--- config.mk ---
export PLATFORM = sky130hd
export DESIGN_NAME = cip_ctrl
export DESIGN_NICKNAME = d
export VERILOG_FILES = /design/src/design/cip_pkg.sv /design/src/design/cip_ctrl.sv
export SDC_FILE = /design/constraint.sdc
export NUM_CORES = 1
export LEC_CHECK = 0
export BUFFER_PORTS_ARGS = -buffer_cell sky130_fd_sc_hd__buf_2
export CORE_AREA = 2 2 39 41
export CTS_CLUSTER_SIZE = 24
export DETAILED_ROUTE_END_ITERATION = 8
export DIE_AREA = 0 0 41 43
export PLACE_DENSITY = 0.58
export SLEW_MARGIN = 20
export SYNTH_ARGS = -nofsm -noshare
export SYNTH_HDL_FRONTEND = slang
export SYNTH_SLANG_ARGS = --single-unit
--- constraint.sdc ---
create_clock -name clk -period 3.9 [get_ports clk]
set_clock_uncertainty 0.2 [all_clocks]
set_input_delay 0.39 -clock clk [delete_from_list [all_inputs] [get_ports clk]]
set_output_delay 0.39 -clock clk [all_outputs]
set_load 0.005 [all_outputs]
--- src/design/cip_pkg.sv ---
// Shared types, constants and helpers for the complex integer power block.
package cip_pkg;

  localparam int DATA_W           = 32;
  localparam int EXP_W            = 9;
  localparam int DEF_MAX_EXPONENT = 255;
  localparam int DEF_FRAC_BITS    = 16;
  localparam int QUO_W            = 34;

  typedef enum logic [3:0] {
    OP_NONE,
    OP_LOAD,
    OP_ONE,
    OP_ZERO,
    OP_COPY,
    OP_SQ,
    OP_DEN,
    OP_DIV,
    OP_FIX,
    OP_MUL,
    OP_ACC,
    OP_OUT
  } cip_op_t;

  typedef enum logic [3:0] {
    S_IDLE,
    S_START,
    S_DEN,
    S_DIV,
    S_FIX,
    S_MUL,
    S_ACC,
    S_DONE
  } cip_state_t;

  typedef struct packed {
    cip_op_t op;
  } cip_cmd_t;

  typedef struct packed {
    logic zero_exp;
    logic dz;
    logic neg;
    logic div_last;
    logic cnt_zero;
  } cip_status_t;

  typedef struct packed {
    logic              sat;
    logic [DATA_W-1:0] val;
  } clamp_t;

  // clamp a wide signed value to the 32-bit signed range
  function automatic clamp_t clamp32(input logic signed [65:0] v);
    clamp_t r;
    if (v > 66'sh0_7FFF_FFFF) begin
      r.sat = 1'b1;
      r.val = 32'h7FFF_FFFF;
    end else if (v < -66'sh0_8000_0000) begin
      r.sat = 1'b1;
      r.val = 32'h8000_0000;
    end else begin
      r.sat = 1'b0;
      r.val = v[DATA_W-1:0];
    end
    return r;
  endfunction

  // apply sign to a capped quotient magnitude, then clamp
  function automatic clamp_t signed_part(input logic [QUO_W-1:0] q, input logic neg);
    clamp_t r;
    logic [QUO_W-1:0] qc;
    qc = (q > 34'h1_0000_0000) ? 34'h1_0000_0000 : q;
    if (neg) begin
      if (qc > 34'h0_8000_0000) begin
        r.sat = 1'b1;
        r.val = 32'h8000_0000;
      end else begin
        r.sat = 1'b0;
        r.val = 32'(~qc + 34'd1);
      end
    end else begin
      if (qc > 34'h0_7FFF_FFFF) begin
        r.sat = 1'b1;
        r.val = 32'h7FFF_FFFF;
      end else begin
        r.sat = 1'b0;
        r.val = qc[DATA_W-1:0];
      end
    end
    return r;
  endfunction

endpackage

--- src/design/cip_ctrl.sv ---
// Controller: sequences load, inversion, multiply loop and output handoff.
module cip_ctrl import cip_pkg::*; (
  input  logic        clk,
  input  logic        rst,
  input  logic        in_valid,
  output logic        in_ready,
  output logic        out_valid,
  input  logic        out_ready,
  input  cip_status_t status,
  output cip_cmd_t    cmd
);

  cip_state_t state, state_next;
  logic       out_load;

  always_ff @(posedge clk) begin
    if (rst) begin
      state     <= S_IDLE;
      out_valid <= 1'b0;
    end else begin
      state <= state_next;
      if (out_load) begin
        out_valid <= 1'b1;
      end else if (out_ready) begin
        out_valid <= 1'b0;
      end
    end
  end

  always_comb begin
    state_next = state;
    cmd.op     = OP_NONE;
    in_ready   = 1'b0;
    out_load   = 1'b0;
    unique case (state)
      S_IDLE: begin
        in_ready = 1'b1;
        if (in_valid) begin
          cmd.op     = OP_LOAD;
          state_next = S_START;
        end
      end
      S_START: begin
        priority if (status.zero_exp) begin
          cmd.op     = OP_ONE;
          state_next = S_DONE;
        end else if (status.dz) begin
          cmd.op     = OP_ZERO;
          state_next = S_DONE;
        end else if (status.neg) begin
          cmd.op     = OP_SQ;
          state_next = S_DEN;
        end else begin
          cmd.op     = OP_COPY;
          state_next = S_MUL;
        end
      end
      S_DEN: begin
        cmd.op     = OP_DEN;
        state_next = S_DIV;
      end
      S_DIV: begin
        cmd.op = OP_DIV;
        if (status.div_last) state_next = S_FIX;
      end
      S_FIX: begin
        cmd.op     = OP_FIX;
        state_next = S_MUL;
      end
      S_MUL: begin
        if (status.cnt_zero) begin
          state_next = S_DONE;
        end else begin
          cmd.op     = OP_MUL;
          state_next = S_ACC;
        end
      end
      S_ACC: begin
        cmd.op     = OP_ACC;
        state_next = S_MUL;
      end
      S_DONE: begin
        // hand off once the output register is free
        if (!out_valid || out_ready) begin
          cmd.op     = OP_OUT;
          out_load   = 1'b1;
          state_next = S_IDLE;
        end
      end
      default: state_next = S_IDLE;
    endcase
  end

endmodule

=== After elaboration in Yosys (flattened, before gate mapping) ===
Cells that the tools add are included.

* Latch bits: 0
* Bits of input ports: 9
* Output and inout bits: 6
* Bits in read-only memories: 0
* Logic and storage cells: 38
* Flip-flop bits (word level): 5
* RAM bits: 0
* Memories: 0

* Bitwise logic cells: 0
* Div/mod/pow operators: 0
* Add/sub/neg operators: 0
* Multiply operators: 0
* Muxes and demuxes: 20
* Eq/ne operators: 10
* $lt $le $gt $ge: 0
* Shifts and indexed selects: 0
* Reductions and logical operators: 6

{| class="wikitable"
|+ Operator list
! kind !! count
|-
| case mux 4 bit (8 select lines) || 1
|-
| case mux 4 bit (7 select lines) || 1
|-
| 2-to-1 mux 4 bit || 5
|-
| equality test 4 x 3 -> 1 bit, second input constant || 4
|-
| 2-to-1 mux 3 bit || 5
|-
| equality test 4 x 2 -> 1 bit, second input constant || 2
|-
| 2-to-1 mux 1 bit || 8
|-
| inequality test 2 bit, second input constant || 3
|-
| equality test 4 x 1 -> 1 bit, second input constant || 1
|-
| zero test 4 bit || 1
|-
| AND reduction 3 bit || 1
|-
| nonzero test 2 bit || 1
|-
| OR reduction 2 bit || 1
|-
| zero test 1 bit || 1
|-
| logical OR 1 bit || 1
|}

=== Logic depth before layout (Yosys ltp) ===
Gate-level depths: netlist of run 1.

* Depth after elaboration: 5
* Gate-level depth with buffers: 5
* Gate-level depth less buffers: 3

=== Least setup slack after synthesis of run 1 ===
No wires, ideal clock.

* Path kind: reg2out
* Start point: register state[1]
* End point: output port cmd[0] (netlist bit)
* Setup slack: 2.469 ns
* Cell stages (with the launch flop): 5
* Arrival time: 0.841 ns
* Buffers on the path: 1
* Data required time: 3.310 ns
* Cells stage by stage: dfxtp_1 > buf_2 > nand3b_1 > nand3_1 > a22oi_1

{| class="wikitable"
|+ RTL lines
! item !! line !! text
|-
| start, declared || cip_ctrl.sv:13 || <nowiki>cip_state_t state, state_next;</nowiki>
|-
| start signal, assigned || cip_ctrl.sv:21 || <nowiki>state <= state_next;</nowiki>
|-
| end, declared || cip_ctrl.sv:10 || <nowiki>output cip_cmd_t cmd</nowiki>
|}

==> impl_metrics.json, run 1 <==
{
  "hold_slack_ns": 0.1596,
  "setup-tns-final_ns": 0,
  "worst_pin_slew_ns": 0.4944,
  "initialDrtViolationCount": 11,
  "setup_viol": 0,
  "yosys-top-cells-area": "dfxtp_1 (24%), a21oi_1 (7.6%), buf_2 (6.1%), a31oi_1 (5.7%), a311oi_1 (5.3%)",
  "clkSinkCount": 4,
  "start_util_pct": 23.87,
  "cts_hold_buf": 0,
  "worstPathArrival_ns": 1.39,
  "required_ns": 3.31,
  "vias_per_cell": 5.176,
  "hp-class": "primary input to flop",
  "synth_seq_cells": 4,
  "pwr_density_cell_nw_per_um2": 393.3,
  "period_share_pct": 50.73,
  "fmax_ghz": 0.5054,
  "synth.distinct_cells": 28,
  "core_um2": 1384,
  "io_pins": 15,
  "crit_path_max_fanout": 13,
  "slew_headroom_pct": 66.99,
  "final_common_cell": "buf_2",
  "cts_root_buf": "clkbuf_4",
  "clk_latency_ns": 0.24,
  "cts_max_level": 1,
  "critPathLaunchType": "flop",
  "rows": 14,
  "run_status": "finished, final reports clean",
  "clk_pin_slew_ns": 0.04,
  "drtPass1Iterations": 4,
  "final_antenna_net_count": 0,
  "grt_pass1_wl_um": 1380,
  "yosys_warnings": 0,
  "post_cts_resized": 0,
  "die_w_um": 41,
  "final_layout_size_suffix_gt1_share_pct": 32.76,
  "grtUsageTotal_pct": 11.52,
  "route.detailed.drc": 0,
  "layout_min_cycle_time_ns": 1.979,
  "hpwl_um": 648.3,
  "synth_nets": 54,
  "wire_per_inst_um": 11.84,
  "cts_tree": "yes",
  "synthCells": 45,
  "routed_wl_um": 876,
  "globalRouteOverflowTotal": 0,
  "ir_worst_vdd_mv": 0.1026,
  "fin_cells": 74,
  "via_count": 383,
  "grt_max_degree": 18,
  "io_buffer_count": 14,
  "grt_pass1_vias": 336,
  "cts_setup_buffers": 0,
  "avgSynthCellArea_um2": 7.340,
  "rrSetupSlack_ns": 2.30,
  "die_h_um": 43,
  "cts-buffers-inserted": 3,
  "synth_top_area_cell": "dfxtp_1",
  "synth.top_cell.area_share_pct": 24.24,
  "ctsLongestPathBuffers": 2,
  "end_kind": "output pin",
  "antenna_found_initial": 0,
  "post-place-cells": 71,
  "synth-seq-area-share_pct": 24.24,
  "final_cell_mix": "buf_2 (14), a21oi_1 (5), nor2_1 (4), dfxtp_1 (4)",
  "netlist_area_um2": 330.3,
  "slew_viol_final": 0,
  "hold_viol": 0,
  "die_area_um2": 1763,
  "cap_violations": 0,
  "area_growth_pct": 28.03,
  "grt_setup_unrepaired": "no",
  "leakagePower_nw": 0.1838,
  "worstSetupPathType": "flop to output pin",
  "gp_congestion": 0.7920,
  "antenna-diode-count": 0,
  "finalNetCount": 69
}
-- worst max-delay path, cell delays in order, from the launching register on --
cell and delay, ns:
dfxtp_1 0.56, nand2b_1 0.19, nand3_1 0.08, a22oi_1 0.19
buf_2 0.13
-- synth_stat cells --
cell	n
or2_1	1
o311ai_1	1
o21ba_2	1
a311oi_1	2
nor2b_1	2
or3_1	1
buf_2	4
a211oi_1	1
dfxtp_1	4
nor3_1	1
or4b_1	1
inv_1	1
nand3_1	1
o211ai_1	1
o21ai_0	1
nand2b_1	1
inv_2	1
and3b_1	1
nand2_1	1
nor4_1	1
nor2_1	4
a22oi_1	1
o22ai_1	1
a21o_1	1
a21oi_1	5
a31oi_1	3
nand3b_1	1
a211o_1	1
-- metrics by stage --
stage          cell area, um2  total power, mW  utilization (%)  worst slack [ns]
6_report                422.9           0.1663            30.56             1.921
5_1_grt                 422.9           0.1812            30.56             1.818
4_1_cts                 422.9           0.1693            30.56             1.912
3_5_place_dp            400.4           0.1145            28.93             2.176
3_3_place_gp            400.4           0.1148            28.93             2.198
2_1_floorplan           330.3          0.09584                -             2.469
-- state kept, by name (all words and copies together) (netlist names) --
name and cells:
state 3, out_valid 1
-- power by group --
| part | leakage (nW) | switching (mW) | internal [mW] |
|---|---|---|---|
| combinational | 0.137 | 0.0234 | 0.0282 |
| sequential | 0.0330 | 0.0166 | 0.0460 |
| clock | 0.0138 | 0.0175 | 0.0345 |
| total | 0.184 | 0.0576 | 0.109 |
-- layer usage --
layer	vias to the layer above	share of wire, %	GRT usage, %
met5	-	0	0
met4	0	0	6.000
met3	0	7.8	4.712
met2	16	45	15.63
met1	170	47	15.02
li1	197	-	-
-- final cells by class --
cell class              instances  area [um2]
clock buffers                   3       22.52
fillers                       158       960.9
inverters                       2       7.507
multi-input cells              35       222.7
flip-flops and latches          4       80.08
well taps                      16       20.02
repair buffers                 14       70.07
-- logic make-up (layout without fill, tap and decap cells) --
family	count (synthesis)	count (layout)	synth area share, %
AO/OA/AOI/OAI	19	19	39.40
buffers and inverters	6	19	8.331
flip-flops	4	4	24.24
AND/OR/NAND/NOR	16	16	28.03
-- final timing paths --
kind / start / end / cells after the start
worst max-delay path: state[1] / cmd[0] / 4
worst min-delay path: rst / state[0] / 2
worst max register to register: state[1] / state[1] / 3
worst min register to register: state[1] / out_valid / 2
Note: power is estimated with default switching activity, not from simulation.
==> inputs of run 2 (changes only) <==
--- a/config.mk
+++ b/config.mk
@@ -10,7 +10,7 @@
 export CTS_CLUSTER_SIZE = 24
 export DETAILED_ROUTE_END_ITERATION = 8
 export DIE_AREA = 0 0 41 43
-export PLACE_DENSITY = 0.58
+export PLACE_DENSITY = 0.59
 export SLEW_MARGIN = 20
 export SYNTH_ARGS = -nofsm -noshare
 export SYNTH_HDL_FRONTEND = slang
==> constraint.sdc (replaced) <==
create_clock -name clk -period 1.6 [get_ports clk]
set_clock_uncertainty 0.2 [all_clocks]
set_input_delay 0.16 -clock clk [delete_from_list [all_inputs] [get_ports clk]]
set_output_delay 0.16 -clock clk [all_outputs]
set_load 0.005 [all_outputs]
==> run 2 against run 1 <==
  * Critical endpoint is now cmd[1]
  * Core utilization grew 2.7 points
  * Via count grew 5.7%
  * Die area is the same
  * Worst setup slack lost 1.8 ns
  * Clock power grew 140%
  * Final cell count grew 5.4%
  * Sequential power grew 120%
  * First-iteration DRC count shrank 9.1%
  * Non-clock buffer count grew 4
  * Register-to-register slack lost 2.1 ns
  * Largest cell class unchanged
  * Critical path type unchanged
  * Critical path depth is the same
  * Sequential cell count is the same
==> impl_metrics.json, run 2 (synthesis gave the netlist of run 1 again) <==
{
  "io_buffer_count": 14,
  "hpwl_um": 653.2,
  "layout_min_cycle_time_ns": 1.519,
  "ff2ff_path_depth": 3,
  "hold_viol": 0,
  "slew_viol_final": 0,
  "min_path_cells": 3,
  "hp-class": "primary input to flop",
  "run_status": "finished, final reports clean",
  "die_w_um": 41,
  "route.detailed.drc": 0,
  "clkSinkCount": 4,
  "via_count": 405,
  "globalRouteOverflowTotal": 0,
  "fin_util_pct": 33.27,
  "grt_busiest_layer": "met1",
  "initialDrtViolationCount": 10,
  "crit_path_max_fanout": 8,
  "gp_congestion": 0.7872,
  "routed_wl_um": 819,
  "clk_latency_ns": 0.23,
  "die_area_um2": 1763,
  "final_common_cell": "buf_2",
  "grt_pass1_wl_um": 1283,
  "cts-buffers-inserted": 3,
  "end_kind": "output pin",
  "worstSetupPathType": "flop to output pin",
  "ir_worst_vdd_mv": 0.1922,
  "area_growth_pct": 39.39,
  "core_um2": 1384,
  "worst_pin_slew_ns": 0.3564,
  "setup-tns-final_ns": 0,
  "pwr_density_cell_nw_per_um2": 913.2,
  "start_util_pct": 23.87,
  "fmax_ghz": 0.6582,
  "setup_viol": 0,
  "io_pins": 15,
  "cts_tree": "yes",
  "critPathTopFamily": "flip-flops",
  "slowest_delay_ns": 0.35,
  "cts_max_level": 1,
  "antenna_found_initial": 0,
  "die_h_um": 43,
  "vias_per_cell": 5.192,
  "wire_per_inst_um": 10.50,
  "final_layout_size_suffix_gt1_share_pct": 38.71,
  "leakagePower_nw": 0.2043,
  "critical_path.cell_chain": "buf_4 -> a21o_1 -> a21oi_1 -> buf_2",
  "grt_use_met3_pct": 0,
  "gr-usage-met1_pct": 15.65,
  "grt_max_degree": 11,
  "final_antenna_net_count": 0,
  "ctsLongestPathBuffers": 2,
  "largest-register": "state",
  "met2_usage_pct": 13.75,
  "drtPass1Iterations": 4,
  "largest_reg_flops": 3,
  "final_cell_mix": "buf_2 (14), a21oi_1 (5), nor2_1 (4)",
  "timing.critical_path.buf_inv": 2,
  "grt_pass1_vias": 321,
  "reg_top3": "state x3, out_valid x1",
  "critPathLaunchType": "flop",
  "required_ns": 1.24,
  "finalNetCount": 73,
  "grtUsageTotal_pct": 10.52,
  "grt_setup_unrepaired": "no",
  "crit_cells": 4,
  "rrSetupSlack_ns": 0.16,
  "slowest_stage": "dfxtp_2",
  "clk_pin_slew_ns": 0.04,
  "period_share_pct": 94.96,
  "antenna-diode-count": 0,
  "rows": 14,
  "slew_headroom_pct": 76.02,
  "cts_root_buf": "clkbuf_4",
  "cap_violations": 0,
  "worstPathArrival_ns": 1.16
}
==> run 2: cell count changes in the layout (fill, tap and decap cells not counted), sizes merged <==
cell	delta
buf	+3
dlygate4sd3	+1
==> run 2: area by class of cell <==
class	count	area, um2
clock buffers	3	22.52
fillers	162	923.4
inverters	2	7.507
multi-input cells	35	222.7
flip-flops and latches	4	85.08
well taps	16	20.02
repair buffers	18	102.6
==> run 2: tightest hold or removal path, stage by stage <==
cell and delay [ns]:
buf_2 0.11, a211o_1 0.13, a311oi_1 0.08
==> run 2: worst paths after layout <==
kind,from,end
worst min-delay path,status[2],state[0]
worst max register to register,state[1],state[2]
worst min register to register,state[0],state[1]
worst max-delay path,state[0],cmd[1]
==> run 2: report_power, final <==
part	switching [mW]	leakage, nW	internal [mW]
Clock	0.0394	0.0138	0.0838
Combinational	0.0739	0.157	0.0841
Sequential	0.0249	0.0338	0.114
==> run 2: per-layer routing <==
layer	routed length, um	vias up
met1	374	188
li1	-	208
met4	0	0
met5	0	-
met3	39	0
met2	404	9
==> run 2: metrics by stage <==
step | total power [mW] | cell area, um2 | cells | worst slack (ns) | hold WS [ns]
after floorplan | 0.2336 | 330.3 | 45 | 0.2715 | 0.03214
after global placement | 0.2962 | 422.9 | 74 | 0.1176 | 0.1880
after detailed placement | 0.2952 | 422.9 | 74 | 0.09384 | 0.1886
after CTS | 0.4280 | 456.7 | 78 | 0.01987 | 0.08169
after global routing | 0.4528 | 460.4 | 78 | 0.002115 | 0.1127
final | 0.4205 | 460.4 | 78 | 0.08065 | 0.08470
==> run 2: what timing repair did <==
action / 4_1_cts / 5_1_grt
setup buffers: 0 / 0
gates resized for setup: 1 / 2
endpoints found under the setup margin: 2 / 2
hold buffers: 1 / 0
endpoints found under the hold margin: 4 / 0
==> inputs of run 3 (changes only) <==
==> constraint.sdc (replaced) <==
create_clock -name clk -period 1.6 [get_ports clk]
set_clock_uncertainty 0.2 [all_clocks]
set_input_delay 0.16 -clock clk [delete_from_list [all_inputs] [get_ports clk]]
set_output_delay 0.16 -clock clk [all_outputs]
set_load 0.1 [all_outputs]
==> run 3 against run 2 <==
  * Hold slack improved by 0.0082 ns
  * Highest routed layer is now met4
  * Global-route usage increased by 1.7 points
  * Non-clock buffer count grew 5
  * Combinational power grew to 3.3 times the previous value
  * Sequential power increased by 6%
  * The flow now finishes with violations (negative setup slack)
==> impl_metrics.json, run 3 (synthesis gave the netlist of run 1 again) <==
{
  "die_w_um": 41,
  "critPathLaunchType": "flop",
  "clkSinkCount": 4,
  "power_frac_comb_pct": 64.3,
  "route.detailed.drc": 0,
  "area_growth_pct": 98.86,
  "reg_top3": "state x3, out_valid x1",
  "switchingPower_mw": 0.4003,
  "cts-buffers-inserted": 3,
  "period_share_pct": 100.0,
  "largest-register": "state",
  "hold_viol": 0,
  "crit_path_max_fanout": 8,
  "cap_violations": 0,
  "rows": 14,
  "cts_root_buf": "clkbuf_4",
  "fmax_ghz": 0.6247,
  "io_pins": 15,
  "nFillCells": 134,
  "setup-tns-final_ns": -0.0007768,
  "dp_worst_setup_slack_ns": 0.07949,
  "seqPwrFrac_pct": 18.1,
  "post-place-cells": 76,
  "globalRouteOverflowTotal": 0,
  "final_antenna_net_count": 0,
  "worstSetupPathType": "flop to output pin",
  "via_count": 455,
  "antenna-diode-count": 0,
  "vias_per_cell": 5.417,
  "min_path_cells": 3,
  "io_buffer_count": 14,
  "internal-power_mw": 0.4163,
  "die_h_um": 43,
  "grtUsageTotal_pct": 12.22,
  "ff_latch_area_um2": 95.09,
  "layout_min_cycle_time_ns": 1.601,
  "cts_max_level": 1,
  "final_common_cell": "buf_2",
  "required_ns": 1.24,
  "finalNetCount": 78,
  "fin_cells": 84,
  "grt_max_degree": 15,
  "final_layout_size_suffix_gt1_share_pct": 60.29,
  "start_util_pct": 23.87,
  "wire_per_inst_um": 11.69,
  "setup_viol": 1,
  "core_um2": 1384,
  "ctsLongestPathBuffers": 2,
  "ir_worst_vdd_mv": 0.4563,
  "antenna_found_initial": 0,
  "leakagePower_nw": 0.2682,
  "grt_pass1_wl_um": 1442,
  "p_sw_share_pct": 49.02,
  "clk_latency_ns": 0.25,
  "die_area_um2": 1763,
  "slowest_delay_ns": 0.38,
  "ff2ff_path_depth": 4,
  "initialDrtViolationCount": 8,
  "fin_area_um2": 656.9,
  "worstPathArrival_ns": 1.24,
  "critical_path.cell_chain": "nand2b_4 -> nand3_2 -> a22oi_2 -> buf_12",
  "clkPwrFrac_pct": 17.7,
  "drtPass1Iterations": 4,
  "largest_reg_flops": 3,
  "hold_slack_ns": 0.09294,
  "routed_wl_um": 982,
  "slowest_stage": "dfxtp_4",
  "run_status": "finished, violations left",
  "grt_pass1_vias": 361,
  "slew_viol_final": 0,
  "grt_setup_unrepaired": "yes",
  "violations": "negative setup slack",
  "clk_pin_slew_ns": 0.03,
  "hpwl_um": 673.6,
  "end_kind": "output pin",
  "pwr_density_cell_nw_per_um2": 1243,
  "gp_congestion": 0.8183,
  "worst_pin_slew_ns": 0.4830,
  "fin_ws_ns": -0.0007768,
  "hp-class": "primary input to flop",
  "final_cell_mix": "buf_2 (9), buf_4 (8), buf_12 (5), dfxtp_4 (4)",
  "place_area_um2": 561.8,
  "cts_tree": "yes",
  "multi_input_area_um2": 292.8,
  "slew_headroom_pct": 68.02
}
[run 3: cell types whose count changed in the layout (fill, tap and decap cells not counted), moves of 2 or more]
cell | before | now
a21oi_1 | 5 | 3
nor2b_4 | 0 | 2
buf_2 | 14 | 9
buf_4 | 3 | 8
nor2b_1 | 2 | 0
buf_12 | 0 | 5
dfxtp_4 | 1 | 4
dfxtp_1 | 2 | 0
[run 3: power by group through the flow]
stage	logic [mW]	clock network, mW	registers, mW
after floorplan	0.363	0	0.122
after global placement	0.505	0	0.144
after detailed placement	0.505	0	0.144
after CTS	0.520	0.150	0.144
after global routing	0.547	0.161	0.152
final	0.525	0.144	0.148
[run 3: critical path: cells and delay by family, from the launching register on]
family                 cells  cell delay, ns
AOI/OAI and AO/OA          1            0.21
buffers and inverters      1            0.20
DFF                        1            0.38
and+or+nand+nor            2            0.21
[run 3: path summary, 6_finish.rpt]
| check | start | end | slack (ns) |
|---|---|---|---|
| max reg2reg | state[1] | state[2] | 0.06 |
| min reg2reg | state[0] | state[1] | 0.38 |
| max | state[1] | cmd[0] | -0.0008 |
| min | status[2] | state[0] | 0.09 |
[run 3: cell type report]
type / count / area share, %
multi-input cells: 35 / 44.57
inverters: 2 / 1.143
well taps: 16 / 3.048
flip-flops and latches: 4 / 14.48
clock buffers: 4 / 4.000
repair buffers: 23 / 32.76
[run 3: stage by stage]
stage | utilization (%) | power, mW
6_report | 47.47 | 0.8165
5_1_grt | 47.47 | 0.8599
4_1_cts | 46.02 | 0.8141
3_5_place_dp | 40.60 | 0.6484
3_3_place_gp | 40.60 | 0.6489
2_1_floorplan | - | 0.4854
[run 3: what timing repair did]
item / CTS / global route
resized for setup: 7 / 4
gates cloned: 0 / 0
endpoints found under the setup margin: 5 / 5
buffers inserted: 2 / 1
endpoints found under the hold margin: 4 / 0
pin swaps: 3 / 3
hold buffers: 1 / 0
[run 3: metal layers]
layer | routed length, um | share of wire [%] | track usage [%] | up-vias
met5 | 0 | 0 | 0 | -
met4 | 10 | 1.0 | 6.000 | 0
met3 | 66 | 6.7 | 6.283 | 3
met2 | 506 | 52 | 18.13 | 20
met1 | 398 | 41 | 13.74 | 210
li1 | - | - | - | 222
